### src/rtl/core/rbst_pkg.sv
`timescale 1ns / 1ps
// ----------------------------------------------------------------------------
// rbst_pkg: shared types and constants for the region budget and slot table
// Request and response words, request kinds, status codes, controller states
// and the command and status groups between controller and datapath.
// ----------------------------------------------------------------------------
package rbst_pkg;

   // number of region counters and limit registers held in the block
   localparam int NUM_REGIONS = 8;
   localparam int REGION_W    = 3;
   localparam int LIMIT_W     = 23;
   localparam int KB_W        = 23;
   localparam int USED_W      = 32;
   localparam int TOTAL_W     = 35;

   // region charged by slot requests
   localparam logic [REGION_W-1:0] SWAP_REGION = 3'd6;

   // request kinds
   localparam logic [2:0] KIND_ALLOC      = 3'd0;
   localparam logic [2:0] KIND_FREE       = 3'd1;
   localparam logic [2:0] KIND_SLOT_ALLOC = 3'd2;
   localparam logic [2:0] KIND_EVICT      = 3'd3;
   localparam logic [2:0] KIND_RESTORE    = 3'd4;
   localparam logic [2:0] KIND_SLOT_FREE  = 3'd5;

   // response status codes
   localparam logic [2:0] STATUS_OK          = 3'd0;
   localparam logic [2:0] STATUS_OVER_BUDGET = 3'd1;
   localparam logic [2:0] STATUS_BAD_REGION  = 3'd2;
   localparam logic [2:0] STATUS_NO_SLOT     = 3'd3;
   localparam logic [2:0] STATUS_BAD_SLOT    = 3'd4;

   // limit register values after reset, regions 0..7
   localparam logic [LIMIT_W-1:0] LIMIT_RESET [NUM_REGIONS] = '{
      23'd4096, 23'd2048, 23'd1024, 23'd2048,
      23'd16384, 23'd2048, 23'd4096, 23'd1024
   };

   typedef struct packed {
      logic [2:0]  kind;
      logic [3:0]  region;
      logic [31:0] byte_count;
      logic [4:0]  slot_index;
   } req_word_type;

   typedef struct packed {
      logic [2:0]         status;
      logic [3:0]         slot_granted;
      logic [USED_W-1:0]  region_used_kb;
      logic [TOTAL_W-1:0] total_used_kb;
   } rsp_word_type;

   typedef enum logic [2:0] {
      ST_IDLE,
      ST_READ,
      ST_CALC,
      ST_COMMIT,
      ST_REPLY
   } state_type;

   // controller to datapath
   typedef struct packed {
      logic load_req;
      logic read;
      logic calc;
      logic commit;
      logic load_rsp;
   } ctrl_cmd_type;

   // datapath to controller
   typedef struct packed {
      logic out_free;
   } dp_stat_type;

endpackage

### src/rtl/core/region_budget_and_slot_table_core.sv
`timescale 1ns / 1ps
// ----------------------------------------------------------------------------
// region_budget_and_slot_table_core: kilobyte region budgets and swap slots
// A request is accepted, then steps through the sequencer's read, decide,
// commit and reply steps; the next request is not accepted until the reply
// has been loaded, and a waiting response stalls only the reply.
// Reset (synchronous, active high): counters, total and slot marks cleared,
// limits at their defaults; slot sizes need no clearing.
// ----------------------------------------------------------------------------
module region_budget_and_slot_table_core #(
   parameter int SLOT_COUNT   = 16,
   parameter int REGION_COUNT = 8
) (
   input  logic                   clock,
   input  logic                   reset,
   input  logic                   req_valid,
   output logic                   req_ready,
   input  rbst_pkg::req_word_type req_word,
   output logic                   rsp_valid,
   input  logic                   rsp_ready,
   output rbst_pkg::rsp_word_type rsp_word,
   input  logic                   csr_psel,
   input  logic                   csr_penable,
   input  logic                   csr_pwrite,
   input  logic [4:0]             csr_paddr,
   input  logic [31:0]            csr_pwdata,
   output logic [31:0]            csr_prdata,
   output logic                   csr_pready
);
   import rbst_pkg::*;

   ctrl_cmd_type cmd;
   dp_stat_type  stat;

   // sequencer
   rbst_ctrl u_ctrl (
      .clock     (clock),
      .reset     (reset),
      .req_valid (req_valid),
      .req_ready (req_ready),
      .stat      (stat),
      .cmd       (cmd)
   );

   // counters, slot table and csr registers
   rbst_datapath #(
      .SLOT_COUNT   (SLOT_COUNT),
      .REGION_COUNT (REGION_COUNT)
   ) u_datapath (
      .clock       (clock),
      .reset       (reset),
      .cmd         (cmd),
      .stat        (stat),
      .req_word    (req_word),
      .rsp_valid   (rsp_valid),
      .rsp_ready   (rsp_ready),
      .rsp_word    (rsp_word),
      .csr_psel    (csr_psel),
      .csr_penable (csr_penable),
      .csr_pwrite  (csr_pwrite),
      .csr_paddr   (csr_paddr),
      .csr_pwdata  (csr_pwdata),
      .csr_prdata  (csr_prdata),
      .csr_pready  (csr_pready)
   );

endmodule

### src/rtl/core/rbst_ctrl.sv
`timescale 1ns / 1ps
// ----------------------------------------------------------------------------
// rbst_ctrl: request sequencer
// Steps one request through read, decide, commit and reply, and holds off
// the next request until the reply has been handed to the output register.
// ----------------------------------------------------------------------------
module rbst_ctrl (
   input  logic                  clock,
   input  logic                  reset,
   input  logic                  req_valid,
   output logic                  req_ready,
   input  rbst_pkg::dp_stat_type stat,
   output rbst_pkg::ctrl_cmd_type cmd
);
   import rbst_pkg::*;

   state_type state_ff;
   state_type state_in;

   // state register
   always_ff @(posedge clock) begin
      if (reset) begin
         state_ff <= ST_IDLE;
      end else begin
         state_ff <= state_in;
      end
   end

   // next state and commands, no accept while in reset
   always_comb begin
      state_in  = state_ff;
      cmd       = '0;
      req_ready = 1'b0;
      case (state_ff)
         ST_IDLE: begin
            req_ready = !reset;
            if (req_valid && !reset) begin
               cmd.load_req = 1'b1;
               state_in     = ST_READ;
            end
         end
         ST_READ: begin
            cmd.read = 1'b1;
            state_in = ST_CALC;
         end
         ST_CALC: begin
            cmd.calc = 1'b1;
            state_in = ST_COMMIT;
         end
         ST_COMMIT: begin
            cmd.commit = 1'b1;
            state_in   = ST_REPLY;
         end
         ST_REPLY: begin
            if (stat.out_free) begin
               cmd.load_rsp = 1'b1;
               state_in     = ST_IDLE;
            end
         end
         default: begin
            state_in = ST_IDLE;
         end
      endcase
   end

endmodule

### src/rtl/core/rbst_datapath.sv
`timescale 1ns / 1ps
// ----------------------------------------------------------------------------
// rbst_datapath: region counters, limit registers and swap slot table
// Holds the usage counters, running total, slot marks and slot sizes, the
// limit registers behind the csr port, and the response output register.
// ----------------------------------------------------------------------------
module rbst_datapath #(
   parameter int SLOT_COUNT   = 16,
   parameter int REGION_COUNT = 8
) (
   input  logic                   clock,
   input  logic                   reset,
   input  rbst_pkg::ctrl_cmd_type cmd,
   output rbst_pkg::dp_stat_type  stat,
   input  rbst_pkg::req_word_type req_word,
   output logic                   rsp_valid,
   input  logic                   rsp_ready,
   output rbst_pkg::rsp_word_type rsp_word,
   input  logic                   csr_psel,
   input  logic                   csr_penable,
   input  logic                   csr_pwrite,
   input  logic [4:0]             csr_paddr,
   input  logic [31:0]            csr_pwdata,
   output logic [31:0]            csr_prdata,
   output logic                   csr_pready
);
   import rbst_pkg::*;

   localparam int SW = (SLOT_COUNT > 1) ? $clog2(SLOT_COUNT) : 1;
   localparam logic [32:0] KB_ROUND = 33'd1023;

   // limit registers
   logic [LIMIT_W-1:0] limit_ff [NUM_REGIONS];

   // region counters and running total
   logic [USED_W-1:0]  region_used_ff [NUM_REGIONS];
   logic [TOTAL_W-1:0] total_ff;

   // slot table
   logic [SLOT_COUNT-1:0] slot_busy_ff;
   logic [SLOT_COUNT-1:0] slot_resident_ff;
   logic [KB_W-1:0]       slot_kb_ff [SLOT_COUNT];

   // request stage
   req_word_type req_ff;
   logic [KB_W-1:0] kb_ff;
   logic [32:0]     size_round;

   // read stage
   logic [REGION_W-1:0] tgt_ff;
   logic [USED_W-1:0]   used_ff;
   logic [LIMIT_W-1:0]  lim_ff;
   logic [KB_W-1:0]     op_kb_ff;
   logic                found_ff;
   logic [SW-1:0]       free_idx_ff;
   logic                busy_sel_ff;
   logic                res_sel_ff;
   logic [SW-1:0]       slot_sel;
   logic [REGION_W-1:0] tgt_in;
   logic                found_in;
   logic [SW-1:0]       free_idx_in;

   // decide stage
   logic [USED_W-1:0] new_used_ff;
   logic [USED_W-1:0] out_used_ff;
   logic [2:0]        status_ff;
   logic [3:0]        granted_ff;
   logic              op_alloc_ff;
   logic              op_evict_ff;
   logic              op_restore_ff;
   logic              op_release_ff;
   logic [USED_W-1:0] new_used_in;
   logic [USED_W-1:0] out_used_in;
   logic [2:0]        status_in;
   logic [3:0]        granted_in;
   logic              op_alloc_in;
   logic              op_evict_in;
   logic              op_restore_in;
   logic              op_release_in;
   logic [32:0]       sum_kb;
   logic [32:0]       diff_kb;
   logic              fits;
   logic [USED_W-1:0] sat_used;
   logic [USED_W-1:0] floor_used;
   logic              region_ok;
   logic              slot_ok;
   logic [4:0]        idx_wide;

   // output register
   logic         rsp_valid_ff;
   rsp_word_type rsp_word_ff;

   // csr port: write in the access cycle, reads straight from the registers
   always_ff @(posedge clock) begin
      if (reset) begin
         for (int i = 0; i < NUM_REGIONS; i++) begin
            limit_ff[i] <= LIMIT_RESET[i];
         end
      end else if (csr_psel && csr_penable && csr_pwrite) begin
         limit_ff[csr_paddr[4:2]] <= csr_pwdata[LIMIT_W-1:0];
      end
   end

   assign csr_prdata = {{(32-LIMIT_W){1'b0}}, limit_ff[csr_paddr[4:2]]};
   assign csr_pready = 1'b1;

   // round the request size up to kilobytes at accept
   assign size_round = {1'b0, req_word.byte_count} + KB_ROUND;

   always_ff @(posedge clock) begin
      if (cmd.load_req) begin
         req_ff <= req_word;
         kb_ff  <= size_round[32:10];
      end
   end

   // read stage: target region, first free slot, addressed slot
   assign slot_sel = req_ff.slot_index[SW-1:0];

   always_comb begin
      if (req_ff.kind == KIND_ALLOC || req_ff.kind == KIND_FREE) begin
         tgt_in = req_ff.region[REGION_W-1:0];
      end else begin
         tgt_in = SWAP_REGION;
      end
   end

   // first free slot, lowest index wins
   always_comb begin
      found_in    = 1'b0;
      free_idx_in = '0;
      for (int i = SLOT_COUNT - 1; i >= 0; i--) begin
         if (!slot_busy_ff[i]) begin
            found_in    = 1'b1;
            free_idx_in = SW'(i);
         end
      end
   end

   always_ff @(posedge clock) begin
      if (cmd.read) begin
         tgt_ff      <= tgt_in;
         used_ff     <= region_used_ff[tgt_in];
         lim_ff      <= limit_ff[tgt_in];
         found_ff    <= found_in;
         free_idx_ff <= free_idx_in;
         busy_sel_ff <= slot_busy_ff[slot_sel];
         res_sel_ff  <= slot_resident_ff[slot_sel];
         if (req_ff.kind == KIND_SLOT_FREE) begin
            op_kb_ff <= slot_kb_ff[slot_sel];
         end else begin
            op_kb_ff <= kb_ff;
         end
      end
   end

   // decide stage: budget check, saturating charge, floored refund
   assign sum_kb     = {1'b0, used_ff} + {{(33-KB_W){1'b0}}, op_kb_ff};
   assign diff_kb    = {1'b0, used_ff} - {{(33-KB_W){1'b0}}, op_kb_ff};
   assign fits       = (lim_ff == '0) || (sum_kb <= {{(33-LIMIT_W){1'b0}}, lim_ff});
   assign sat_used   = sum_kb[32] ? '1 : sum_kb[USED_W-1:0];
   assign floor_used = diff_kb[32] ? '0 : diff_kb[USED_W-1:0];
   assign region_ok  = req_ff.region < 4'(REGION_COUNT);
   assign slot_ok    = {1'b0, req_ff.slot_index} < 6'(SLOT_COUNT);
   assign idx_wide   = 5'(free_idx_ff);

   always_comb begin
      new_used_in   = used_ff;
      out_used_in   = '0;
      status_in     = STATUS_OK;
      granted_in    = '0;
      op_alloc_in   = 1'b0;
      op_evict_in   = 1'b0;
      op_restore_in = 1'b0;
      op_release_in = 1'b0;
      case (req_ff.kind)
         KIND_ALLOC: begin
            if (!region_ok) begin
               status_in = STATUS_BAD_REGION;
            end else if (fits) begin
               new_used_in = sat_used;
            end else begin
               status_in = STATUS_OVER_BUDGET;
            end
         end
         KIND_FREE: begin
            if (!region_ok) begin
               status_in = STATUS_BAD_REGION;
            end else begin
               new_used_in = floor_used;
            end
         end
         KIND_SLOT_ALLOC: begin
            if (!region_ok) begin
               status_in = STATUS_BAD_REGION;
            end else if (!fits) begin
               status_in = STATUS_OVER_BUDGET;
            end else if (!found_ff) begin
               status_in = STATUS_NO_SLOT;
            end else begin
               new_used_in = sat_used;
               op_alloc_in = 1'b1;
               granted_in  = idx_wide[3:0];
            end
         end
         KIND_EVICT: begin
            if (!slot_ok) begin
               status_in = STATUS_BAD_SLOT;
            end else begin
               op_evict_in = 1'b1;
            end
         end
         KIND_RESTORE: begin
            if (!slot_ok) begin
               status_in = STATUS_BAD_SLOT;
            end else begin
               op_restore_in = busy_sel_ff;
            end
         end
         KIND_SLOT_FREE: begin
            if (!slot_ok) begin
               status_in = STATUS_BAD_SLOT;
            end else begin
               op_release_in = 1'b1;
               if (res_sel_ff) begin
                  new_used_in = floor_used;
               end
            end
         end
         default: begin
            status_in = STATUS_OK;
         end
      endcase
      // reported usage: addressed region, swap region for slot kinds
      if (((req_ff.kind == KIND_ALLOC || req_ff.kind == KIND_FREE) && region_ok) ||
          req_ff.kind == KIND_SLOT_ALLOC || req_ff.kind == KIND_EVICT ||
          req_ff.kind == KIND_RESTORE || req_ff.kind == KIND_SLOT_FREE) begin
         out_used_in = new_used_in;
      end
   end

   always_ff @(posedge clock) begin
      if (cmd.calc) begin
         new_used_ff   <= new_used_in;
         out_used_ff   <= out_used_in;
         status_ff     <= status_in;
         granted_ff    <= granted_in;
         op_alloc_ff   <= op_alloc_in;
         op_evict_ff   <= op_evict_in;
         op_restore_ff <= op_restore_in;
         op_release_ff <= op_release_in;
      end
   end

   // commit stage: counters, total and slot marks
   always_ff @(posedge clock) begin
      if (reset) begin
         for (int i = 0; i < NUM_REGIONS; i++) begin
            region_used_ff[i] <= '0;
         end
         total_ff         <= '0;
         slot_busy_ff     <= '0;
         slot_resident_ff <= '0;
      end else if (cmd.commit) begin
         region_used_ff[tgt_ff] <= new_used_ff;
         total_ff <= total_ff + TOTAL_W'(new_used_ff) - TOTAL_W'(used_ff);
         if (op_alloc_ff) begin
            slot_busy_ff[free_idx_ff]     <= 1'b1;
            slot_resident_ff[free_idx_ff] <= 1'b1;
         end
         if (op_evict_ff) begin
            slot_resident_ff[slot_sel] <= 1'b0;
         end
         if (op_restore_ff) begin
            slot_resident_ff[slot_sel] <= 1'b1;
         end
         if (op_release_ff) begin
            slot_busy_ff[slot_sel]     <= 1'b0;
            slot_resident_ff[slot_sel] <= 1'b0;
         end
      end
   end

   // slot sizes in kilobytes, written on a granted slot alloc
   always_ff @(posedge clock) begin
      if (cmd.commit && op_alloc_ff) begin
         slot_kb_ff[free_idx_ff] <= kb_ff;
      end
   end

   // output register
   always_ff @(posedge clock) begin
      if (reset) begin
         rsp_valid_ff <= 1'b0;
      end else if (cmd.load_rsp) begin
         rsp_valid_ff <= 1'b1;
      end else if (rsp_ready) begin
         rsp_valid_ff <= 1'b0;
      end
   end

   always_ff @(posedge clock) begin
      if (cmd.load_rsp) begin
         rsp_word_ff.status         <= status_ff;
         rsp_word_ff.slot_granted   <= granted_ff;
         rsp_word_ff.region_used_kb <= out_used_ff;
         rsp_word_ff.total_used_kb  <= total_ff;
      end
   end

   assign rsp_valid     = rsp_valid_ff;
   assign rsp_word      = rsp_word_ff;
   assign stat.out_free = !rsp_valid_ff || rsp_ready;

endmodule
### config.mk
export PLATFORM = sky130hd
export DESIGN_NAME = region_budget_and_slot_table_core
export DESIGN_NICKNAME = d
export VERILOG_FILES = /design/src/rtl/core/rbst_pkg.sv /design/src/rtl/core/region_budget_and_slot_table_core.sv /design/src/rtl/core/rbst_ctrl.sv /design/src/rtl/core/rbst_datapath.sv
export SDC_FILE = /design/constraint.sdc
export NUM_CORES = 2
export LEC_CHECK = 0
export BUFFER_PORTS_ARGS = -buffer_cell sky130_fd_sc_hd__buf_4
export CORE_MARGIN = 4
export CORE_UTILIZATION = 55
export CTS_CLUSTER_SIZE = 16
export DETAILED_ROUTE_END_ITERATION = 10
export GPL_TIMING_DRIVEN = 0
export PLACE_DENSITY_LB_ADDON = 0.2
export SYNTH_ARGS = -nofsm -noshare
export SYNTH_HDL_FRONTEND = slang
export SYNTH_SLANG_ARGS = --single-unit
### constraint.sdc
create_clock -name clock -period 16.9 [get_ports clock]
set_input_delay 1.69 -clock clock [delete_from_list [all_inputs] [get_ports clock]]
set_output_delay 1.69 -clock clock [all_outputs]
set_load 0.005 [all_outputs]
==> flow_metrics.env <==
export IMPL_status="finished, final reports clean"
export IMPL_ys_flop_type="edfxtp_1"
export IMPL_stdcell_count=6050
export IMPL_synth_simple_gate_area_share_pct=13.2
export IMPL_synth_edf_count=1080
export IMPL_wirelength_mm=173
export IMPL_die_area_um2=105000
export IMPL_hold_buffers=0
export IMPL_rsz0062_at_grt="false"
export IMPL_grtUsageTotal_pct=32.8
export IMPL_hpwl_mm=122
export IMPL_crit_fanout=10
export IMPL_initial_core_util_pct=55.6
export IMPL_yosys_top_cells_count="edfxtp_1, nand2_1, clkbuf_1, nor3_1, and2_1"
export IMPL_core_area_um2=98600
export IMPL_syn_area_per_cell_um2=12.7
export IMPL_gp_congestion=0.996
export IMPL_critPathRequiredTime_ns=17.36
export IMPL_synth_top_family_by_area="simple AND/OR/NAND/NOR gates"
export IMPL_area_growth_pct=13.5
export IMPL_worstSetupPathType="reg -> reg"
export IMPL_place_inst=5828
export IMPL_grt_max_degree=39
export IMPL_rows=115
export IMPL_yosys_register_bits=1155
export IMPL_cts_tree="done"
export IMPL_fmax_ghz=0.129
export IMPL_hold_viol=0
export IMPL_yosysTopAreaCellShare_pct=59.2
export IMPL_io_pin_count=197
export IMPL_grt_overflow=0
export IMPL_yosysSeqAreaShare_pct=61.9
export IMPL_power_density_nw_per_um2=108
export IMPL_fp_dieH_um=324
export IMPL_setup_worst_path_start_class="flop"
export IMPL_synthMuxAreaShare_pct=6.00
export IMPL_fillers=7463
export IMPL_peakVddDrop_v=0.0000974
export IMPL_worstMarginPinSlew_ns=1.34
export IMPL_dr_pass1_iters=9
export IMPL_cts_buffers=114
export IMPL_htree_num_levels=3
export IMPL_synth_cells=4322
export IMPL_synth_compound_area_share_pct=9.97
export IMPL_route_detailed_drc=0
export IMPL_fin_tns_setup_ns=0
export IMPL_worst_hold_slack_ns=0.376
export IMPL_grt_pass1_vias=38661
export IMPL_finalMaxSlewViolations=0
export IMPL_synth_cell_types=91
export IMPL_insertion_delay_ns=0.73
export IMPL_via_count=39526
export IMPL_clk_pin_slew_ns=0.07
export IMPL_cts_root_buf="clkbuf_16"
export IMPL_ctsResizeCount=0
export IMPL_end_kind="flop"
export IMPL_async_flop_share_pct=0
export IMPL_antenna_found_initial=8
export IMPL_port_buffers=172
export IMPL_period_share_pct=46.0
export IMPL_arrival_ns=8.24
export IMPL_p_leak_nw=21.4
export IMPL_grt_pass1_wl_mm=252
export IMPL_first_iter_violations=5762
export IMPL_synthTopCellsByArea="edfxtp_1, mux4_2, nand2_1"
export IMPL_clock_skew_final_ns=0.0497
export IMPL_synth_largest_area_cell="edfxtp_1"
export IMPL_slew_limit_headroom_pct=10.3
export IMPL_finalCriticalPeriod_ns=7.78
export IMPL_clock_sinks=1155
export IMPL_clockBufferDepth=3
export IMPL_yosys_warnings=0
export IMPL_layout_drive_gt1_share_pct=13.2
export IMPL_post_cts_buffers=0
export IMPL_synthAdderAreaFrac_pct=3.62
export IMPL_wire_per_inst_um=28.6
export IMPL_finalSetupViolations=0
export IMPL_viasPerCell=6.53
export IMPL_syn_area_um2=54800
export IMPL_hold_path_class="reg -> reg"
export IMPL_synthXorXnorAreaFrac_pct=1.45
export IMPL_postRouteAntennaNets=0
export IMPL_nets=4884
export IMPL_drv_cap=0
export IMPL_synth_most_common_cell="edfxtp_1"
export IMPL_fp_dieW_um=324
-- worst paths after layout --
| path | from | endpoint | slack, ns | depth (start not counted) |
|---|---|---|---|---|
| setup / recovery | u_datapath.used_ff[7] | u_datapath.out_used_ff[19] | 9.12 | 24 |
| hold / removal | u_datapath.out_used_ff[16] | u_datapath.rsp_word[51] | 0.38 | 0 |
| setup reg to reg | u_datapath.used_ff[7] | u_datapath.out_used_ff[19] | 9.12 | 24 |
| hold reg to reg | u_datapath.out_used_ff[16] | u_datapath.rsp_word[51] | 0.38 | 0 |
-- cell usage in the layout (no fill, tap or decap), types with 74 or more instances in the layout --
cell type	count
edfxtp_1	1080
nand2_1	404
clkbuf_1	271
nor3_1	227
and2_1	217
inv_1	192
buf_4	182
a21oi_1	163
nand3_1	162
nor2_1	152
mux4_2	125
clkbuf_16	115
o21ai_0	105
ha_1	104
a22oi_1	94
o221ai_1	88
nor4_1	85
dfxtp_1	75
a211oi_1	74
-- through the flow --
step	utilization (%)	total power [mW]	worst slack, ns	instance area, µm²
floorplan	-	3.91	9.28	54800
global placement	58.6	4.24	5.76	57700
detailed placement	59.3	4.25	9.27	58500
CTS	63.1	6.73	9.26	62200
global route	63.1	6.94	8.85	62200
finish	63.1	6.73	9.12	62200
-- critical path, stage by stage (launching register included) --
cell,delay (ns)
edfxtp_1,0.76
ha_1,0.35
buf_2,0.19
nor4_4,0.32
o311ai_1,0.20
a311oi_1,0.43
nor2_1,0.27
o41ai_1,0.65
a21oi_1,0.17
o21ba_2,0.23
xnor2_1,0.38
ha_1,0.33
o21ai_0,0.07
nor2_1,0.05
o21ai_0,0.15
nand2b_1,0.07
a21oi_1,0.14
a21oi_1,0.10
or4b_4,0.57
nor4_4,0.39
a21boi_1,0.24
nor2_1,0.40
buf_2,0.34
o211ai_1,0.16
a41oi_1,0.51
-- power breakdown --
part,switching [mW],internal [mW]
clock network,1.12,1.40
registers,0.0789,3.23
logic,0.587,0.319
total,1.78,4.95
-- logic make-up after synthesis --
kind of cell	after synthesis
simple gates	1444
flops	1155
compound gates	787
buf+inv	536
mux	169
fa+ha+maj	138
xor+xnor	91
other cells	2
-- per-layer routing --
metal / global-route usage [%] / vias to the layer above / share of wire (%)
met3: 7.31 / 558 / 11
met4: 18.0 / 2 / 6.3
met5: 0 / - / 0.012
met2: 50.6 / 2513 / 45
li1: - / 17081 / -
met1: 43.7 / 19372 / 38
-- final cells by class --
| type | instances | area, µm² | area share [%] |
|---|---|---|---|
| diodes | 5 | 12.5 | 0.0201 |
| plain buffers | 309 | 1230 | 1.98 |
| well taps | 1287 | 1610 | 2.59 |
| multi-input cells | 2639 | 18900 | 30.5 |
| clock buffers | 141 | 3020 | 4.85 |
| repair buffers | 212 | 1920 | 3.08 |
| clock inverters | 75 | 673 | 1.08 |
| flip-flops and latches | 1155 | 33900 | 54.6 |
| inverters | 227 | 852 | 1.37 |
-- registers in the layout, summed over array words and instances (netlist names), 16 cells and up, named ones only --
register and cells:
u_datapath.kb_ff 23, u_datapath.lim_ff 23, u_datapath.limit_ff 184, u_datapath.new_used_ff 32, u_datapath.op_kb_ff 23, u_datapath.out_used_ff 32, u_datapath.region_used_ff 256, u_datapath.rsp_word 74
u_datapath.slot_busy_ff 16, u_datapath.slot_kb_ff 368, u_datapath.slot_resident_ff 16, u_datapath.total_ff 35, u_datapath.used_ff 32
Note: power is estimated with default switching activity, not from simulation.
